File: src/rtl/vks_pkg.sv
`timescale 1ns / 1ps
// ----------------------------------------------------------------------------
// Vehicle kinematic step package
// Shared widths, constants and the CORDIC arctangent table for the pose
// integrator and its serial arithmetic units.
// ----------------------------------------------------------------------------
package vks_pkg;

    localparam int CORDIC_ITERS   = 16;
    localparam int POSITION_WIDTH = 32;
    localparam int CORDIC_RUN     = (CORDIC_ITERS > 24) ? 24 : CORDIC_ITERS;

    localparam int MUL_A_W   = 48;
    localparam int MUL_B_W   = 32;
    localparam int MUL_P_W   = MUL_A_W + MUL_B_W;
    localparam int MUL_CNT_W = $clog2(MUL_B_W);

    localparam int CORD_XY_W  = 34;
    localparam int CORD_Z_W   = 36;
    localparam int CORD_CNT_W = 5;

    localparam int DIV_N_W     = 50;
    localparam int DIV_STEPS   = DIV_N_W;
    localparam int DIV_CNT_W   = $clog2(DIV_STEPS + 1);

    localparam logic [24:0] FULL_TURN = 25'd23592960;
    localparam logic signed [15:0] STEER_LIMIT = 16'sd20480;
    localparam logic signed [CORD_XY_W-1:0] CORDIC_START = 34'sd652032874;
    localparam logic signed [CORD_Z_W-1:0] HALF_TURN_Q24 = 36'sd3019898880;
    localparam logic signed [CORD_Z_W-1:0] QUARTER_TURN_Q24 = 36'sd1509949440;
    localparam logic [MUL_B_W-1:0] RAD_TO_DEG_Q16 = 32'd3754937;

    localparam logic [15:0] SPEED_GAIN_RST   = 16'd19661;
    localparam logic [15:0] STEERING_GAIN_RST = 16'd32768;
    localparam logic [15:0] INV_WHEELBASE_RST = 16'd2560;
    localparam logic [15:0] TICK_PERIOD_RST  = 16'd256;

    typedef logic [2:0] cfg_index_t;

    localparam cfg_index_t REG_SPEED_GAIN    = 3'd0;
    localparam cfg_index_t REG_STEERING_GAIN = 3'd1;
    localparam cfg_index_t REG_INV_WHEELBASE = 3'd2;
    localparam cfg_index_t REG_TICK_PERIOD   = 3'd3;

    localparam logic KIND_COMMAND = 1'b0;
    localparam logic KIND_TICK    = 1'b1;

    function automatic logic [29:0] atan_q24(input logic [CORD_CNT_W-1:0] idx);
        logic [29:0] val;
        unique case (idx)
            5'd0:    val = 30'd754974720;
            5'd1:    val = 30'd445687602;
            5'd2:    val = 30'd235489089;
            5'd3:    val = 30'd119537938;
            5'd4:    val = 30'd60000934;
            5'd5:    val = 30'd30029717;
            5'd6:    val = 30'd15018523;
            5'd7:    val = 30'd7509720;
            5'd8:    val = 30'd3754917;
            5'd9:    val = 30'd1877466;
            5'd10:   val = 30'd938734;
            5'd11:   val = 30'd469367;
            5'd12:   val = 30'd234684;
            5'd13:   val = 30'd117342;
            5'd14:   val = 30'd58671;
            5'd15:   val = 30'd29335;
            5'd16:   val = 30'd14668;
            5'd17:   val = 30'd7334;
            5'd18:   val = 30'd3667;
            5'd19:   val = 30'd1833;
            5'd20:   val = 30'd917;
            5'd21:   val = 30'd458;
            5'd22:   val = 30'd229;
            5'd23:   val = 30'd115;
            default: val = 30'd0;
        endcase
        return val;
    endfunction

endpackage

File: src/rtl/vks_mul.sv
`timescale 1ns / 1ps
// ----------------------------------------------------------------------------
// Serial signed multiplier
// Shift-and-add multiplier taking one bit of the second operand per cycle;
// the top bit carries negative weight.
// ----------------------------------------------------------------------------
module vks_mul (
    input  logic                                 clk,
    input  logic                                 rst_n,
    input  logic                                 start,
    input  logic signed [vks_pkg::MUL_A_W-1:0]   a,
    input  logic signed [vks_pkg::MUL_B_W-1:0]   b,
    output logic                                 done,
    output logic signed [vks_pkg::MUL_P_W-1:0]   p
);
    import vks_pkg::*;

    logic signed [MUL_P_W-1:0] acc_reg, acc_next;
    logic signed [MUL_P_W-1:0] a_sh_reg, a_sh_next;
    logic [MUL_B_W-1:0]        b_sh_reg, b_sh_next;
    logic [MUL_CNT_W-1:0]      cnt_reg, cnt_next;
    logic                      busy_reg, busy_next;
    logic                      done_reg, done_next;
    logic signed [MUL_P_W-1:0] addend;
    logic                      last;

    always_comb
    begin
        addend    = b_sh_reg[0] ? a_sh_reg : MUL_P_W'(0);
        last      = (cnt_reg == MUL_CNT_W'(MUL_B_W - 1));
        acc_next  = acc_reg;
        a_sh_next = a_sh_reg;
        b_sh_next = b_sh_reg;
        cnt_next  = cnt_reg;
        busy_next = busy_reg;
        done_next = 1'b0;
        if (start)
        begin
            acc_next  = '0;
            a_sh_next = MUL_P_W'(a);
            b_sh_next = b;
            cnt_next  = '0;
            busy_next = 1'b1;
        end
        else if (busy_reg)
        begin
            acc_next  = last ? acc_reg - addend : acc_reg + addend;
            a_sh_next = a_sh_reg <<< 1;
            b_sh_next = b_sh_reg >> 1;
            cnt_next  = cnt_reg + 1'b1;
            if (last)
            begin
                busy_next = 1'b0;
                done_next = 1'b1;
            end
        end
    end

    always_ff @(posedge clk or negedge rst_n)
    begin
        if (!rst_n)
        begin
            acc_reg  <= '0;
            a_sh_reg <= '0;
            b_sh_reg <= '0;
            cnt_reg  <= '0;
            busy_reg <= 1'b0;
            done_reg <= 1'b0;
        end
        else
        begin
            acc_reg  <= acc_next;
            a_sh_reg <= a_sh_next;
            b_sh_reg <= b_sh_next;
            cnt_reg  <= cnt_next;
            busy_reg <= busy_next;
            done_reg <= done_next;
        end
    end

    assign done = done_reg;
    assign p    = acc_reg;

endmodule

File: src/rtl/vks_cordic.sv
`timescale 1ns / 1ps
// ----------------------------------------------------------------------------
// Iterative CORDIC rotator
// Folds an angle in Q.24 degrees into the right half plane and rotates the
// start vector one micro-rotation per cycle, giving cosine and sine in Q2.30.
// ----------------------------------------------------------------------------
module vks_cordic (
    input  logic                                   clk,
    input  logic                                   rst_n,
    input  logic                                   start,
    input  logic signed [vks_pkg::CORD_Z_W-1:0]    ang,
    output logic                                   done,
    output logic signed [vks_pkg::CORD_XY_W-1:0]   cos_out,
    output logic signed [vks_pkg::CORD_XY_W-1:0]   sin_out
);
    import vks_pkg::*;

    logic signed [CORD_XY_W-1:0] x_reg, x_next;
    logic signed [CORD_XY_W-1:0] y_reg, y_next;
    logic signed [CORD_Z_W-1:0]  z_reg, z_next;
    logic [CORD_CNT_W-1:0]       cnt_reg, cnt_next;
    logic                        neg_reg, neg_next;
    logic                        busy_reg, busy_next;
    logic                        done_reg, done_next;
    logic signed [CORD_Z_W-1:0]  wrapped;
    logic signed [CORD_Z_W-1:0]  atan_step;
    logic signed [CORD_XY_W-1:0] x_sh;
    logic signed [CORD_XY_W-1:0] y_sh;
    logic                        last;

    always_comb
    begin
        if (ang > HALF_TURN_Q24)
        begin
            wrapped = ang - (HALF_TURN_Q24 <<< 1);
        end
        else if (ang < -HALF_TURN_Q24)
        begin
            wrapped = ang + (HALF_TURN_Q24 <<< 1);
        end
        else
        begin
            wrapped = ang;
        end

        atan_step = $signed(CORD_Z_W'(atan_q24(cnt_reg)));
        x_sh      = x_reg >>> cnt_reg;
        y_sh      = y_reg >>> cnt_reg;
        last      = (cnt_reg == CORD_CNT_W'(CORDIC_RUN - 1));

        x_next    = x_reg;
        y_next    = y_reg;
        z_next    = z_reg;
        cnt_next  = cnt_reg;
        neg_next  = neg_reg;
        busy_next = busy_reg;
        done_next = 1'b0;

        if (start)
        begin
            x_next    = CORDIC_START;
            y_next    = '0;
            cnt_next  = '0;
            busy_next = 1'b1;
            if (wrapped > QUARTER_TURN_Q24)
            begin
                z_next   = wrapped - HALF_TURN_Q24;
                neg_next = 1'b1;
            end
            else if (wrapped < -QUARTER_TURN_Q24)
            begin
                z_next   = wrapped + HALF_TURN_Q24;
                neg_next = 1'b1;
            end
            else
            begin
                z_next   = wrapped;
                neg_next = 1'b0;
            end
        end
        else if (busy_reg)
        begin
            if (!z_reg[CORD_Z_W-1])
            begin
                x_next = x_reg - y_sh;
                y_next = y_reg + x_sh;
                z_next = z_reg - atan_step;
            end
            else
            begin
                x_next = x_reg + y_sh;
                y_next = y_reg - x_sh;
                z_next = z_reg + atan_step;
            end
            cnt_next = cnt_reg + 1'b1;
            if (last)
            begin
                busy_next = 1'b0;
                done_next = 1'b1;
            end
        end
    end

    always_ff @(posedge clk or negedge rst_n)
    begin
        if (!rst_n)
        begin
            x_reg    <= '0;
            y_reg    <= '0;
            z_reg    <= '0;
            cnt_reg  <= '0;
            neg_reg  <= 1'b0;
            busy_reg <= 1'b0;
            done_reg <= 1'b0;
        end
        else
        begin
            x_reg    <= x_next;
            y_reg    <= y_next;
            z_reg    <= z_next;
            cnt_reg  <= cnt_next;
            neg_reg  <= neg_next;
            busy_reg <= busy_next;
            done_reg <= done_next;
        end
    end

    assign done    = done_reg;
    assign cos_out = neg_reg ? -x_reg : x_reg;
    assign sin_out = neg_reg ? -y_reg : y_reg;

endmodule

File: src/rtl/vehicle_kinematic_step_top.sv
`timescale 1ns / 1ps
// ----------------------------------------------------------------------------
// Vehicle kinematic step
// Fixed-point bicycle-model pose integrator: command transactions latch the
// targets, tick transactions lag speed and steering and advance the pose.
//
// Channel   Handshake              Payload
// item      item_valid/item_stall  kind, drive_enable, target_speed,
//                                  target_steering, time_now
// result    result_valid/...stall  speed_now, steering_now, pos_x, pos_y,
//                                  heading_now, stamp
// config    cfg_valid/cfg_ready    cfg_index, cfg_data
//
// A command goes straight to the finishing step; the result register is loaded
// as the block returns to idle, before the next transaction is taken.
// A tick works through ten products on the serial multiplier, two CORDIC
// runs and two 50-step restoring divisions (tangent and heading wrap).
// One transaction is worked on at a time; the result register holds the
// last snapshot while the next transaction is taken in, and a stalled
// result holds the finished transaction back.
// Reset clears all pose state and loads the default gains.
// ----------------------------------------------------------------------------
module vehicle_kinematic_step_top (
    input  logic                     clk,
    input  logic                     rst_n,
    input  logic                     item_valid,
    output logic                     item_stall,
    input  logic                     kind,
    input  logic                     drive_enable,
    input  logic signed [15:0]       target_speed,
    input  logic signed [15:0]       target_steering,
    input  logic [31:0]              time_now,
    output logic                     result_valid,
    input  logic                     result_stall,
    output logic signed [15:0]       speed_now,
    output logic signed [15:0]       steering_now,
    output logic signed [31:0]       pos_x,
    output logic signed [31:0]       pos_y,
    output logic [24:0]              heading_now,
    output logic [31:0]              stamp,
    input  logic                     cfg_valid,
    output logic                     cfg_ready,
    input  vks_pkg::cfg_index_t      cfg_index,
    input  logic [15:0]              cfg_data
);
    import vks_pkg::*;

    localparam int SUM_W = ((POSITION_WIDTH > 34) ? POSITION_WIDTH : 34) + 1;
    localparam logic signed [SUM_W-1:0] POS_HI =
        {{(SUM_W - POSITION_WIDTH + 1){1'b0}}, {(POSITION_WIDTH - 1){1'b1}}};
    localparam logic signed [SUM_W-1:0] POS_LO = ~POS_HI;

    typedef enum logic [3:0] {
        ST_IDLE,
        ST_LAG_SPEED,
        ST_LAG_STEER,
        ST_ROT_HEAD,
        ST_ROT_STEER,
        ST_X_COS,
        ST_X_STEP,
        ST_Y_SIN,
        ST_Y_STEP,
        ST_TAN_DIV,
        ST_YAW_WB,
        ST_YAW_PERIOD,
        ST_YAW_TAN,
        ST_YAW_DEG,
        ST_WRAP,
        ST_FINISH
    } state_t;

    state_t state_reg, state_next;
    logic   launch_reg, launch_next;

    logic [15:0] speed_gain_reg, speed_gain_next;
    logic [15:0] steering_gain_reg, steering_gain_next;
    logic [15:0] inv_wb_reg, inv_wb_next;
    logic [15:0] period_reg, period_next;

    logic                             cmd_enable_reg, cmd_enable_next;
    logic signed [15:0]               cmd_speed_reg, cmd_speed_next;
    logic signed [15:0]               cmd_steer_reg, cmd_steer_next;
    logic signed [15:0]               speed_reg, speed_next;
    logic signed [15:0]               steer_reg, steer_next;
    logic signed [POSITION_WIDTH-1:0] x_reg, x_next;
    logic signed [POSITION_WIDTH-1:0] y_reg, y_next;
    logic [24:0]                      heading_reg, heading_next;
    logic [31:0]                      stamp_reg, stamp_next;

    logic signed [CORD_XY_W-1:0] hc_reg, hc_next;
    logic signed [CORD_XY_W-1:0] hs_reg, hs_next;
    logic signed [CORD_XY_W-1:0] sc_reg, sc_next;
    logic signed [CORD_XY_W-1:0] ss_reg, ss_next;
    logic signed [MUL_A_W-1:0]   t_reg, t_next;
    logic signed [25:0]          tanq_reg, tanq_next;

    logic [DIV_N_W-1:0]   div_n_reg, div_n_next;
    logic [CORD_XY_W-1:0] div_d_reg, div_d_next;
    logic [CORD_XY_W-1:0] div_r_reg, div_r_next;
    logic [DIV_N_W-1:0]   div_q_reg, div_q_next;
    logic [DIV_CNT_W-1:0] div_cnt_reg, div_cnt_next;
    logic                 div_neg_reg, div_neg_next;

    logic               result_valid_reg, result_valid_next;
    logic signed [15:0] speed_now_reg, speed_now_next;
    logic signed [15:0] steering_now_reg, steering_now_next;
    logic signed [31:0] pos_x_reg, pos_x_next;
    logic signed [31:0] pos_y_reg, pos_y_next;
    logic [24:0]        heading_now_reg, heading_now_next;
    logic [31:0]        stamp_out_reg, stamp_out_next;

    logic                        mul_start;
    logic signed [MUL_A_W-1:0]   mul_a;
    logic signed [MUL_B_W-1:0]   mul_b;
    logic                        mul_done;
    logic signed [MUL_P_W-1:0]   mul_p;
    logic                        cordic_start;
    logic signed [CORD_Z_W-1:0]  cordic_ang;
    logic                        cordic_done;
    logic signed [CORD_XY_W-1:0] cordic_cos;
    logic signed [CORD_XY_W-1:0] cordic_sin;

    logic                        item_accept;
    logic signed [MUL_P_W-1:0]   lag_bias;
    logic signed [MUL_P_W-1:0]   lag_sum;
    logic signed [MUL_P_W-1:0]   lag_q;
    logic signed [16:0]          speed_diff;
    logic signed [16:0]          steer_diff;
    logic [16:0]                 speed_keep;
    logic [16:0]                 steer_keep;
    logic signed [SUM_W-1:0]     pos_d;
    logic signed [SUM_W-1:0]     pos_base;
    logic signed [SUM_W-1:0]     pos_sum;
    logic signed [SUM_W-1:0]     x_wide;
    logic signed [SUM_W-1:0]     y_wide;
    logic signed [MUL_A_W-1:0]   hsum;
    logic signed [MUL_A_W-1:0]   hsum_mag;
    logic signed [CORD_XY_W-1:0] ss_mag;
    logic [CORD_XY_W:0]          div_trial;
    logic                        div_fit;
    logic [25:0]                 tanq_mag;
    logic signed [15:0]          steer_clamped;

    function automatic logic signed [POSITION_WIDTH-1:0] pos_sat(
        input logic signed [SUM_W-1:0] v
    );
        logic signed [SUM_W-1:0] r;
        if (v > POS_HI)
        begin
            r = POS_HI;
        end
        else if (v < POS_LO)
        begin
            r = POS_LO;
        end
        else
        begin
            r = v;
        end
        return r[POSITION_WIDTH-1:0];
    endfunction

    vks_mul u_mul (
        .clk   (clk),
        .rst_n (rst_n),
        .start (mul_start),
        .a     (mul_a),
        .b     (mul_b),
        .done  (mul_done),
        .p     (mul_p)
    );

    vks_cordic u_cordic (
        .clk     (clk),
        .rst_n   (rst_n),
        .start   (cordic_start),
        .ang     (cordic_ang),
        .done    (cordic_done),
        .cos_out (cordic_cos),
        .sin_out (cordic_sin)
    );

    assign item_stall  = (state_reg != ST_IDLE);
    assign item_accept = item_valid && !item_stall;
    assign cfg_ready   = 1'b1;

    always_comb
    begin
        speed_diff = 17'(cmd_speed_reg) - 17'(speed_reg);
        steer_diff = 17'(cmd_steer_reg) - 17'(steer_reg);
        speed_keep = 17'h10000 - {1'b0, speed_gain_reg};
        steer_keep = 17'h10000 - {1'b0, steering_gain_reg};

        lag_bias = mul_p[MUL_P_W-1] ? MUL_P_W'(65535) : MUL_P_W'(0);
        lag_sum  = mul_p + lag_bias;
        lag_q    = lag_sum >>> 16;

        x_wide   = SUM_W'(x_reg);
        y_wide   = SUM_W'(y_reg);
        pos_d    = SUM_W'(mul_p >>> 8);
        pos_base = (state_reg == ST_X_STEP) ? x_wide : y_wide;
        pos_sum  = pos_base + pos_d;

        hsum     = MUL_A_W'(mul_p >>> 16) + MUL_A_W'($signed({1'b0, heading_reg}));
        hsum_mag = hsum[MUL_A_W-1] ? -hsum : hsum;
        ss_mag   = ss_reg[CORD_XY_W-1] ? -ss_reg : ss_reg;

        div_trial = {div_r_reg, div_n_reg[DIV_N_W-1]};
        div_fit   = (div_trial >= {1'b0, div_d_reg});
        tanq_mag  = {1'b0, div_q_reg[24:0]};

        if (target_steering > STEER_LIMIT)
        begin
            steer_clamped = STEER_LIMIT;
        end
        else if (target_steering < -STEER_LIMIT)
        begin
            steer_clamped = -STEER_LIMIT;
        end
        else
        begin
            steer_clamped = target_steering;
        end
    end

    always_comb
    begin
        mul_a        = '0;
        mul_b        = '0;
        mul_start    = 1'b0;
        cordic_start = 1'b0;
        cordic_ang   = '0;
        unique case (state_reg)
            ST_LAG_SPEED:
            begin
                mul_a = cmd_enable_reg ? MUL_A_W'(speed_diff) : MUL_A_W'(speed_reg);
                mul_b = cmd_enable_reg ? MUL_B_W'({1'b0, speed_gain_reg})
                                       : MUL_B_W'(speed_keep);
                mul_start = launch_reg;
            end
            ST_LAG_STEER:
            begin
                mul_a = cmd_enable_reg ? MUL_A_W'(steer_diff) : MUL_A_W'(steer_reg);
                mul_b = cmd_enable_reg ? MUL_B_W'({1'b0, steering_gain_reg})
                                       : MUL_B_W'(steer_keep);
                mul_start = launch_reg;
            end
            ST_ROT_HEAD:
            begin
                cordic_ang   = CORD_Z_W'($signed({1'b0, heading_reg, 8'b0}));
                cordic_start = launch_reg;
            end
            ST_ROT_STEER:
            begin
                cordic_ang   = CORD_Z_W'($signed({steer_reg, 16'b0}));
                cordic_start = launch_reg;
            end
            ST_X_COS:
            begin
                mul_a     = MUL_A_W'(hc_reg);
                mul_b     = MUL_B_W'(speed_reg);
                mul_start = launch_reg;
            end
            ST_Y_SIN:
            begin
                mul_a     = MUL_A_W'(hs_reg);
                mul_b     = MUL_B_W'(speed_reg);
                mul_start = launch_reg;
            end
            ST_X_STEP, ST_Y_STEP, ST_YAW_PERIOD:
            begin
                mul_a     = t_reg;
                mul_b     = MUL_B_W'({1'b0, period_reg});
                mul_start = launch_reg;
            end
            ST_YAW_WB:
            begin
                mul_a     = MUL_A_W'(speed_reg);
                mul_b     = MUL_B_W'({1'b0, inv_wb_reg});
                mul_start = launch_reg;
            end
            ST_YAW_TAN:
            begin
                mul_a     = t_reg;
                mul_b     = MUL_B_W'(tanq_reg);
                mul_start = launch_reg;
            end
            ST_YAW_DEG:
            begin
                mul_a     = t_reg;
                mul_b     = RAD_TO_DEG_Q16;
                mul_start = launch_reg;
            end
            default:
            begin
                mul_start = 1'b0;
            end
        endcase
    end

    always_comb
    begin
        state_next         = state_reg;
        launch_next        = 1'b0;
        speed_gain_next    = speed_gain_reg;
        steering_gain_next = steering_gain_reg;
        inv_wb_next        = inv_wb_reg;
        period_next        = period_reg;
        cmd_enable_next    = cmd_enable_reg;
        cmd_speed_next     = cmd_speed_reg;
        cmd_steer_next     = cmd_steer_reg;
        speed_next         = speed_reg;
        steer_next         = steer_reg;
        x_next             = x_reg;
        y_next             = y_reg;
        heading_next       = heading_reg;
        stamp_next         = stamp_reg;
        hc_next            = hc_reg;
        hs_next            = hs_reg;
        sc_next            = sc_reg;
        ss_next            = ss_reg;
        t_next             = t_reg;
        tanq_next          = tanq_reg;
        div_n_next         = div_n_reg;
        div_d_next         = div_d_reg;
        div_r_next         = div_r_reg;
        div_q_next         = div_q_reg;
        div_cnt_next       = div_cnt_reg;
        div_neg_next       = div_neg_reg;
        result_valid_next  = result_valid_reg;
        speed_now_next     = speed_now_reg;
        steering_now_next  = steering_now_reg;
        pos_x_next         = pos_x_reg;
        pos_y_next         = pos_y_reg;
        heading_now_next   = heading_now_reg;
        stamp_out_next     = stamp_out_reg;

        if (cfg_valid && cfg_ready)
        begin
            unique case (cfg_index)
                REG_SPEED_GAIN:    speed_gain_next    = cfg_data;
                REG_STEERING_GAIN: steering_gain_next = cfg_data;
                REG_INV_WHEELBASE: inv_wb_next        = cfg_data;
                REG_TICK_PERIOD:   period_next        = cfg_data;
                default:           period_next        = period_reg;
            endcase
        end

        if (result_valid_reg && !result_stall)
        begin
            result_valid_next = 1'b0;
        end

        if (div_cnt_reg != DIV_CNT_W'(DIV_STEPS))
        begin
            div_r_next   = div_fit ? CORD_XY_W'(div_trial - {1'b0, div_d_reg})
                                   : div_trial[CORD_XY_W-1:0];
            div_n_next   = div_n_reg << 1;
            div_q_next   = {div_q_reg[DIV_N_W-2:0], div_fit};
            div_cnt_next = div_cnt_reg + 1'b1;
        end

        unique case (state_reg)
            ST_IDLE:
            begin
                if (item_accept)
                begin
                    if (kind == KIND_TICK)
                    begin
                        stamp_next  = time_now;
                        state_next  = ST_LAG_SPEED;
                        launch_next = 1'b1;
                    end
                    else
                    begin
                        cmd_enable_next = drive_enable;
                        cmd_speed_next  = target_speed;
                        cmd_steer_next  = steer_clamped;
                        state_next      = ST_FINISH;
                    end
                end
            end
            ST_LAG_SPEED:
            begin
                if (mul_done)
                begin
                    speed_next  = cmd_enable_reg ? speed_reg + lag_q[15:0] : lag_q[15:0];
                    state_next  = ST_LAG_STEER;
                    launch_next = 1'b1;
                end
            end
            ST_LAG_STEER:
            begin
                if (mul_done)
                begin
                    steer_next  = cmd_enable_reg ? steer_reg + lag_q[15:0] : lag_q[15:0];
                    state_next  = ST_ROT_HEAD;
                    launch_next = 1'b1;
                end
            end
            ST_ROT_HEAD:
            begin
                if (cordic_done)
                begin
                    hc_next     = cordic_cos;
                    hs_next     = cordic_sin;
                    state_next  = ST_ROT_STEER;
                    launch_next = 1'b1;
                end
            end
            ST_ROT_STEER:
            begin
                if (cordic_done)
                begin
                    sc_next     = cordic_cos;
                    ss_next     = cordic_sin;
                    state_next  = ST_X_COS;
                    launch_next = 1'b1;
                end
            end
            ST_X_COS:
            begin
                if (mul_done)
                begin
                    t_next      = MUL_A_W'(mul_p >>> 22);
                    state_next  = ST_X_STEP;
                    launch_next = 1'b1;
                end
            end
            ST_X_STEP:
            begin
                if (mul_done)
                begin
                    x_next      = pos_sat(pos_sum);
                    state_next  = ST_Y_SIN;
                    launch_next = 1'b1;
                end
            end
            ST_Y_SIN:
            begin
                if (mul_done)
                begin
                    t_next      = MUL_A_W'(mul_p >>> 22);
                    state_next  = ST_Y_STEP;
                    launch_next = 1'b1;
                end
            end
            ST_Y_STEP:
            begin
                if (mul_done)
                begin
                    y_next      = pos_sat(pos_sum);
                    state_next  = ST_TAN_DIV;
                    launch_next = 1'b1;
                end
            end
            ST_TAN_DIV:
            begin
                if (launch_reg)
                begin
                    div_neg_next = ss_reg[CORD_XY_W-1];
                    div_n_next   = {ss_mag, 16'b0};
                    div_d_next   = (sc_reg < CORD_XY_W'(1)) ? CORD_XY_W'(1) : sc_reg;
                    div_r_next   = '0;
                    div_q_next   = '0;
                    div_cnt_next = '0;
                end
                else if (div_cnt_reg == DIV_CNT_W'(DIV_STEPS))
                begin
                    tanq_next   = div_neg_reg ? -tanq_mag : tanq_mag;
                    state_next  = ST_YAW_WB;
                    launch_next = 1'b1;
                end
            end
            ST_YAW_WB:
            begin
                if (mul_done)
                begin
                    t_next      = MUL_A_W'(mul_p);
                    state_next  = ST_YAW_PERIOD;
                    launch_next = 1'b1;
                end
            end
            ST_YAW_PERIOD:
            begin
                if (mul_done)
                begin
                    t_next      = MUL_A_W'(mul_p >>> 16);
                    state_next  = ST_YAW_TAN;
                    launch_next = 1'b1;
                end
            end
            ST_YAW_TAN:
            begin
                if (mul_done)
                begin
                    t_next      = MUL_A_W'(mul_p >>> 12);
                    state_next  = ST_YAW_DEG;
                    launch_next = 1'b1;
                end
            end
            ST_YAW_DEG:
            begin
                if (mul_done)
                begin
                    div_neg_next = hsum[MUL_A_W-1];
                    div_n_next   = DIV_N_W'(hsum_mag);
                    div_d_next   = CORD_XY_W'(FULL_TURN);
                    div_r_next   = '0;
                    div_q_next   = '0;
                    div_cnt_next = '0;
                    state_next   = ST_WRAP;
                end
            end
            ST_WRAP:
            begin
                if (div_cnt_reg == DIV_CNT_W'(DIV_STEPS))
                begin
                    heading_next = (div_neg_reg && (div_r_reg != '0))
                                 ? 25'(CORD_XY_W'(FULL_TURN) - div_r_reg)
                                 : div_r_reg[24:0];
                    state_next   = ST_FINISH;
                end
            end
            ST_FINISH:
            begin
                if (!result_valid_reg || !result_stall)
                begin
                    result_valid_next = 1'b1;
                    speed_now_next    = speed_reg;
                    steering_now_next = steer_reg;
                    pos_x_next        = x_wide[31:0];
                    pos_y_next        = y_wide[31:0];
                    heading_now_next  = heading_reg;
                    stamp_out_next    = stamp_reg;
                    state_next        = ST_IDLE;
                end
            end
            default:
            begin
                state_next = ST_IDLE;
            end
        endcase
    end

    always_ff @(posedge clk or negedge rst_n)
    begin
        if (!rst_n)
        begin
            state_reg         <= ST_IDLE;
            launch_reg        <= 1'b0;
            speed_gain_reg    <= SPEED_GAIN_RST;
            steering_gain_reg <= STEERING_GAIN_RST;
            inv_wb_reg        <= INV_WHEELBASE_RST;
            period_reg        <= TICK_PERIOD_RST;
            cmd_enable_reg    <= 1'b0;
            cmd_speed_reg     <= '0;
            cmd_steer_reg     <= '0;
            speed_reg         <= '0;
            steer_reg         <= '0;
            x_reg             <= '0;
            y_reg             <= '0;
            heading_reg       <= '0;
            stamp_reg         <= '0;
            hc_reg            <= '0;
            hs_reg            <= '0;
            sc_reg            <= '0;
            ss_reg            <= '0;
            t_reg             <= '0;
            tanq_reg          <= '0;
            div_n_reg         <= '0;
            div_d_reg         <= '0;
            div_r_reg         <= '0;
            div_q_reg         <= '0;
            div_cnt_reg       <= DIV_CNT_W'(DIV_STEPS);
            div_neg_reg       <= 1'b0;
            result_valid_reg  <= 1'b0;
            speed_now_reg     <= '0;
            steering_now_reg  <= '0;
            pos_x_reg         <= '0;
            pos_y_reg         <= '0;
            heading_now_reg   <= '0;
            stamp_out_reg     <= '0;
        end
        else
        begin
            state_reg         <= state_next;
            launch_reg        <= launch_next;
            speed_gain_reg    <= speed_gain_next;
            steering_gain_reg <= steering_gain_next;
            inv_wb_reg        <= inv_wb_next;
            period_reg        <= period_next;
            cmd_enable_reg    <= cmd_enable_next;
            cmd_speed_reg     <= cmd_speed_next;
            cmd_steer_reg     <= cmd_steer_next;
            speed_reg         <= speed_next;
            steer_reg         <= steer_next;
            x_reg             <= x_next;
            y_reg             <= y_next;
            heading_reg       <= heading_next;
            stamp_reg         <= stamp_next;
            hc_reg            <= hc_next;
            hs_reg            <= hs_next;
            sc_reg            <= sc_next;
            ss_reg            <= ss_next;
            t_reg             <= t_next;
            tanq_reg          <= tanq_next;
            div_n_reg         <= div_n_next;
            div_d_reg         <= div_d_next;
            div_r_reg         <= div_r_next;
            div_q_reg         <= div_q_next;
            div_cnt_reg       <= div_cnt_next;
            div_neg_reg       <= div_neg_next;
            result_valid_reg  <= result_valid_next;
            speed_now_reg     <= speed_now_next;
            steering_now_reg  <= steering_now_next;
            pos_x_reg         <= pos_x_next;
            pos_y_reg         <= pos_y_next;
            heading_now_reg   <= heading_now_next;
            stamp_out_reg     <= stamp_out_next;
        end
    end

    assign result_valid = result_valid_reg;
    assign speed_now    = speed_now_reg;
    assign steering_now = steering_now_reg;
    assign pos_x        = pos_x_reg;
    assign pos_y        = pos_y_reg;
    assign heading_now  = heading_now_reg;
    assign stamp        = stamp_out_reg;

    // The heading is always kept inside one full turn.
    a_heading_wrapped: assert property (@(posedge clk) disable iff (!rst_n)
        heading_reg < FULL_TURN)
        else $error("heading left the range of one full turn");

    // The steering lag never carries the angle beyond the command limit.
    a_steer_limit: assert property (@(posedge clk) disable iff (!rst_n)
        (steer_reg <= STEER_LIMIT) && (steer_reg >= -STEER_LIMIT))
        else $error("steering state outside the limit");

    // A new result is only ever presented from the final step of a transaction.
    a_result_source: assert property (@(posedge clk) disable iff (!rst_n)
        $rose(result_valid_reg) |-> $past(state_reg == ST_FINISH))
        else $error("result presented outside the finishing step");

endmodule

File: config.mk
export PLATFORM = sky130hd
export DESIGN_NAME = vehicle_kinematic_step_top
export DESIGN_NICKNAME = d
export VERILOG_FILES = /design/src/rtl/vks_pkg.sv /design/src/rtl/vks_mul.sv /design/src/rtl/vks_cordic.sv /design/src/rtl/vehicle_kinematic_step_top.sv
export SDC_FILE = /design/constraint.sdc
export NUM_CORES = 2
export LEC_CHECK = 0
export ABC_AREA = 1
export BUFFER_PORTS_ARGS = -buffer_cell sky130_fd_sc_hd__buf_4
export CAP_MARGIN = 25
export CORE_ASPECT_RATIO = 0.9
export CORE_MARGIN = 2
export CORE_UTILIZATION = 52
export DETAILED_ROUTE_END_ITERATION = 6
export PLACE_DENSITY = 0.77
export SYNTH_ARGS = -nofsm -noshare
export SYNTH_HDL_FRONTEND = slang
export SYNTH_SLANG_ARGS = --single-unit
File: constraint.sdc
create_clock -name clk -period 7.32 [get_ports clk]
set_input_delay 0.732 -clock clk [delete_from_list [all_inputs] [get_ports clk]]
set_output_delay 0.732 -clock clk [all_outputs]
set_load 0.03 [all_outputs]
Yosys cells after proc, flatten, opt, wreduce, memory -nomap -nowiden
Memory sizes are Yosys's and may differ from the RTL's.
Cells that the tools add are included.
Cells by class
  reduce and logical (&&, ||, !) cells: 39
  muxes and demuxes: 120
  bitwise gates (word level): 2
  add/subtract/negate cells: 31
  shift-type cells: 2
  order comparisons: 10
  equal/unequal tests: 41
Operators by type and width (count)
  34-bit two-way mux: 16
  80-bit two-way mux: 6
  48-bit two-way mux: 7
  50-bit two-way mux: 6
  48-bit case mux with 6 select lines: 1
  36-bit two-way mux: 7
  32-bit case mux with 7 select lines: 1
  50-bit case mux with 2 select lines: 2
  48-bit case mux with 4 select lines: 1
  34-bit case mux with 2 select lines: 2
  32-bit two-way mux: 4
  34-bit negator: 3
  34-bit subtractor: 3
  80-bit adder: 1
  16-bit two-way mux: 5
  80-bit subtractor: 1
  4-bit two-way mux: 18
  36-bit case mux with 2 select lines: 1
  34-bit adder: 2
  34-bit by 5-bit >>> shifter with 34-bit output: 2
  4-bit case mux with 16 select lines: 1
  48-bit by 26-bit adder with 48-bit output: 1
  48-bit negator: 1
  36-bit by 31-bit adder with 36-bit output: 1
  other kinds (64): 152
Word-level totals
  output and inout bits: 156
  memories kept: 1
  input bits: 90
  ROM bits: 960
  register bits: 1105
  word-level logic and storage cells: 293
Memory list
  (name not given): depth 32, width 30, rd ports 1, clocked after memory_dff 0, wr ports 0, RTL line vks_pkg.sv:50  | unique case (idx)

Logic depth before layout (Yosys ltp)
  depth in word-level cells: 9
  gate-level depth with buffers: 39
  depth with buffers taken out: 37

Hierarchy
A second synthesis with hierarchy kept.
Second synthesis, totals
  cell total of the unflattened synthesis: 13021
  area total of the unflattened synthesis: 86335.3 µm²
By module, submodules not included
  vehicle_kinematic_step_top: cells each 6835, area an instance 49160.9 µm², instances 1, sequential area each 19262.2 µm²
  vks_cordic: cells each 3332, area an instance 19466.2 µm², instances 1, sequential area each 2802.7 µm²
  vks_mul: cells each 2854, area an instance 17708.2 µm², instances 1, sequential area each 4979.8 µm²

Worst setup path after synthesis
Ideal clock, no wire load.
  kind: register to register
  start point: register u_cordic.cnt_reg[0]
  end point: register u_cordic.z_reg[32]
  required time: 7.243 ns
  period minus slack after synthesis: 5.036 ns
  library setup time: 0.077 ns
  path buffers: 3
  arrival time: 4.959 ns
  cell stages (with the launch flop): 33
  setup slack: 2.284 ns
  path through: dfrtp_1 -> buf_4 -> inv_2 -> clkbuf_1 -> ha_1 -> nor2_1 -> nor3_1 -> o21ai_1 -> ha_1 -> inv_1 -> nor3_1 -> nand2_1 -> inv_1 -> nand4_1 -> nor2_1 -> nand2_1 -> nor3_1 -> or2_2 -> clkbuf_1 -> xor2_1 -> ha_1 -> nand2_1 -> nor2_1 -> a211oi_1 -> inv_1 -> a21oi_1 -> o211ai_1 -> a21o_1 -> a21oi_1 -> nor2_1 -> o21ai_0 -> inv_1 -> a21oi_1
On the way
  word-level cells in the longest chain between the ends: 5
  elaborated cells between the ends (all ways): 6
  those cells by class: add/sub: 2; mux: 3; memory: 1
RTL lines
  start, declared: RTL line vks_cordic.sv:21  | logic [CORD_CNT_W-1:0] cnt_reg, cnt_next;
  start signal, assigned: RTL line vks_cordic.sv:121  | cnt_reg <= cnt_next;
  memory 32 x 30 bit *
  36-bit by 31-bit subtractor with 36-bit output or 36-bit by 31-bit adder with 36-bit output (tied branches): RTL line vks_cordic.sv:87, vks_cordic.sv:93
  36-bit two-way mux *: RTL line vks_cordic.sv:83  | if (!z_reg[CORD_Z_W-1])
  36-bit two-way mux *: RTL line vks_cordic.sv:81  | else if (busy_reg)
  36-bit two-way mux *: RTL line vks_cordic.sv:59  | if (start)
  end signal, assigned: RTL line vks_cordic.sv:120  | z_reg <= z_next;
  end, declared: RTL line vks_cordic.sv:20  | logic signed [CORD_Z_W-1:0] z_reg, z_next;
Every way passes the cells marked *; elsewhere a longest branch is shown, timed or not. The select of a mux whose other input is x is not followed.
A chain may end at the register's enable or synchronous reset.

Final worst setup path
  start point: register u_cordic.cnt_reg[1]
  end point: register u_cordic.y_reg[24]
On the way
  word-level cells in the longest chain between the ends: 5
  elaborated cells between the ends (all ways): 6
  those cells by class: add/sub: 2; shift: 1; mux: 3
RTL lines
  34-bit by 5-bit >>> shifter with 34-bit output *: RTL line vks_cordic.sv:47  | x_sh = x_reg >>> cnt_reg;
  34-bit adder or 34-bit subtractor (tied branches): RTL line vks_cordic.sv:86, vks_cordic.sv:92
  34-bit two-way mux *: RTL line vks_cordic.sv:83
  34-bit two-way mux *: RTL line vks_cordic.sv:81
  34-bit two-way mux *: RTL line vks_cordic.sv:59
  end signal, assigned: RTL line vks_cordic.sv:119  | y_reg <= y_next;
  end, declared: RTL line vks_cordic.sv:19  | logic signed [CORD_XY_W-1:0] y_reg, y_next;
Marks and branches as above.

==> run_results.csv <==
group,metric,value,unit
run_status,status,"complete, but fails checks",
run_status,violations,"design-rule violations",
final_layout,nets,13000,
floorplan,die-area,164000,um2
global_routing,antenna_found_initial,9,
worst_setup_path,arrival,6.74,ns
yosys,synth_top_family_by_area,"simple AND/OR/NAND/NOR gates",
final_layout,final_cell_area,91700,um2
timing,fin_tns_setup,0,ns
worst_setup_path,crit_type,"register to register",
yosys,synthArstFlopShare,1.00,
timing,finClkSkew,0.0733,ns
cts,clock_latency,0.82,ns
cts,cts_tree,"done",
yosys,synthesis.nets,13000,
floorplan,start_util,0.525,
timing,final-hold-violation-count,0,
worst_setup_path,crit_path_end_kind,"register",
timing,post-route-period-util,0.829,
floorplan,fp.dieH,385,um
placed_design,placed_area,87500,um2
yosys,synthFlopType,"dfrtp_1",
worst_setup_path,required,7.99,ns
yosys,synthAdderAreaFrac,0.0607,
drt,wire_per_inst,21.9,um
yosys,yosysWarnings,0,
drt,drt-initial-drc-count,11200,
final_layout,multi_input_area,48700,um2
global_routing,grt_pass1_vias,83400,
final_layout,fin_util,0.574,
timing,postLayoutSetupSlackWorst,1.25,ns
worst_setup_path,timing.reg2reg.setup_slack,1.25,ns
timing,slew_headroom,0.282,
yosys,synth-simple-area-share,0.260,
pwr,p_per_area,537,nW/um2
global_routing,grt_usage,0.383,
final_layout,final_common_cell,"nand2_1",
global_routing,overflow,0,
timing,slew_violations,0,
drt,vias_per_cell,6.02,
cts,cts_hold_buf,1,
placed_design,pre_cts_ws,1.39,ns
worst_setup_path,worst-path-max-fanout,41,
cts,path_clk_slew,0.06,ns
placed_design,port_buffers,244,
flow_run,maxCapViolCount,0,
cts,htree_levels,3,
yosys,synthMuxAreaShare,0.00743,
cts,post-cts-setup-buffers,0,
final_layout,syn_to_final_growth,9.35,%
yosys,syn-instance-count,12500,
final_layout,seq_area,27100,um2
yosys,seq_area_frac_synth,0.323,
global_routing,grt_max_degree,221,
timing,finalSetupViolCount,0,
cts,cts_buffers,117,
yosys,yosysUniqueCellTypes,79,
timing,max_freq,0.165,GHz
worst_setup_path,startpoint_type,"register",
timing,hold_ws,0.120,ns
yosys,avgSynthCellArea,6.70,um2
timing,rsz0062_at_grt,"false",
yosys,synth-edff-count,0,
floorplan,rows,139,
floorplan,die_w,427,um
yosys,synth_seq_cells,1080,
yosys,synth_compound_area_frac,0.206,
floorplan,io_pins,246,
placed_design,gp_congestion,1.07,
drt,wirelength,322,mm
floorplan,core,160000,um2
final_layout,drive_above_1_share,0.0624,
worst_hold_path,hold_path.class,"primary input to register",
final_layout,mostFrequentLayoutCells,"nand2_1 (3197), inv_1 (1638), o21ai_0 (1446), dfrtp_1 (1060), nor2_1 (1055)",
placed_design,dpl.hpwl,248,mm
pwr,leakage,45.5,nW
drt,vias,88700,
cts,cts_resized,0,
drt,ant_nets,0,
yosys,syn_area,83900,um2
drt,drc,25,
final_layout,fillers,15200,
yosys,synth_xor_area_frac,0.0447,
cts,cts.sinks,1080,
pwr,vdd_drop_max,0.000491,V
global_routing,grt_pass1_wl,489,mm
drt,drt_first_pass_iters,7,
timing,period_needed,6.07,ns
cts,cts_max_path_buffers,3,
cts,clockRootBuffer,"clkbuf_16",
timing,worst-slew-pin-transition,1.08,ns
-- stage by stage --
step	power (mW)	cells
6_report	49.3	14700
5_1_grt	53.0	14700
4_1_cts	48.1	14700
3_5_place_dp	41.7	14500
3_3_place_gp	41.2	14500
2_1_floorplan	31.9	12500
-- kinds of logic after synthesis --
kind of cell / count (synthesis)
adders and majority gates: 400
DFF: 1080
other: 1
AOI/OAI and AO/OA: 3081
and+or+nand+nor: 5315
buffers and inverters: 2152
xor gates and xnor gates: 428
muxes: 59
-- power breakdown --
group / switching (mW) / total, mW / internal, mW
Combinational: 22.9 / 33.4 / 10.5
Sequential: 2.15 / 9.55 / 7.40
Clock: 2.79 / 6.33 / 3.54
-- layout make-up --
cell class,count,area share
diodes,7,0.000191
clock buffers,152,0.0353
clock inverters,64,0.00868
inverters,1677,0.0687
multi-input cells,9284,0.531
flip-flops and latches,1080,0.295
well taps,2115,0.0289
repair buffers,365,0.0322
-- cells in the mapped netlist, types with 55 or more instances --
master	n	area, um2
nor2_1	1071	4020
nand3_1	561	2810
xnor2_1	90	788
a31oi_1	98	613
o221ai_1	87	762
nand4_1	125	782
clkbuf_1	325	1220
xor2_1	338	2960
dfrtp_1	1065	26700
nor3_1	153	766
buf_2	82	410
ha_1	389	4870
o21ai_0	1446	7240
a21oi_1	864	4320
nand2_1	3199	12000
o211ai_1	87	653
inv_1	1641	6160
a21o_1	61	458
o22ai_1	117	732
or2_2	55	344
-- critical path, stage by stage (launching register included) --
cell and delay (ns):
dfrtp_1 0.42, inv_2 0.61, buf_4 0.42, mux2i_1 0.14, or2_2 0.29, o211ai_1 0.11
nand3_1 0.11, nand2_1 0.14, inv_1 0.11, ha_1 0.29, or2_2 0.27, o21ai_0 0.11
inv_1 0.09, fa_1 0.43, o21ai_0 0.30, a21oi_1 0.15, o21bai_1 0.17, a21oi_1 0.11
o21ai_0 0.47, nand2_1 0.10, nand2_1 0.18, a21boi_0 0.14, o21ai_0 0.40, nand2_1 0.13
nand2_1 0.08, nand2_1 0.04, nand3_1 0.06, nand2_1 0.05
-- layer usage --
layer  up-vias  share of wire  global-route usage
li1      41300              -                   -
met1     41600           0.39               0.489
met2      4715           0.43               0.581
met3      1077           0.11              0.0951
met4         8          0.074               0.237
met5         -        0.00016                   0
-- final timing paths --
path                                           from                 end  cells after the start
worst max-delay path            u_cordic.cnt_reg[1]  u_cordic.y_reg[24]                     27
worst min-delay path                target_speed[3]    cmd_speed_reg[3]                      3
worst max register to register  u_cordic.cnt_reg[1]  u_cordic.y_reg[24]                     27
worst min register to register           hc_reg[16]          hc_reg[16]                      2
max in group asynchronous                     rst_n   u_mul.b_sh_reg[4]                      4
min in group asynchronous                     rst_n           pos_x[15]                      2
(Power assumes the default switching activity.)
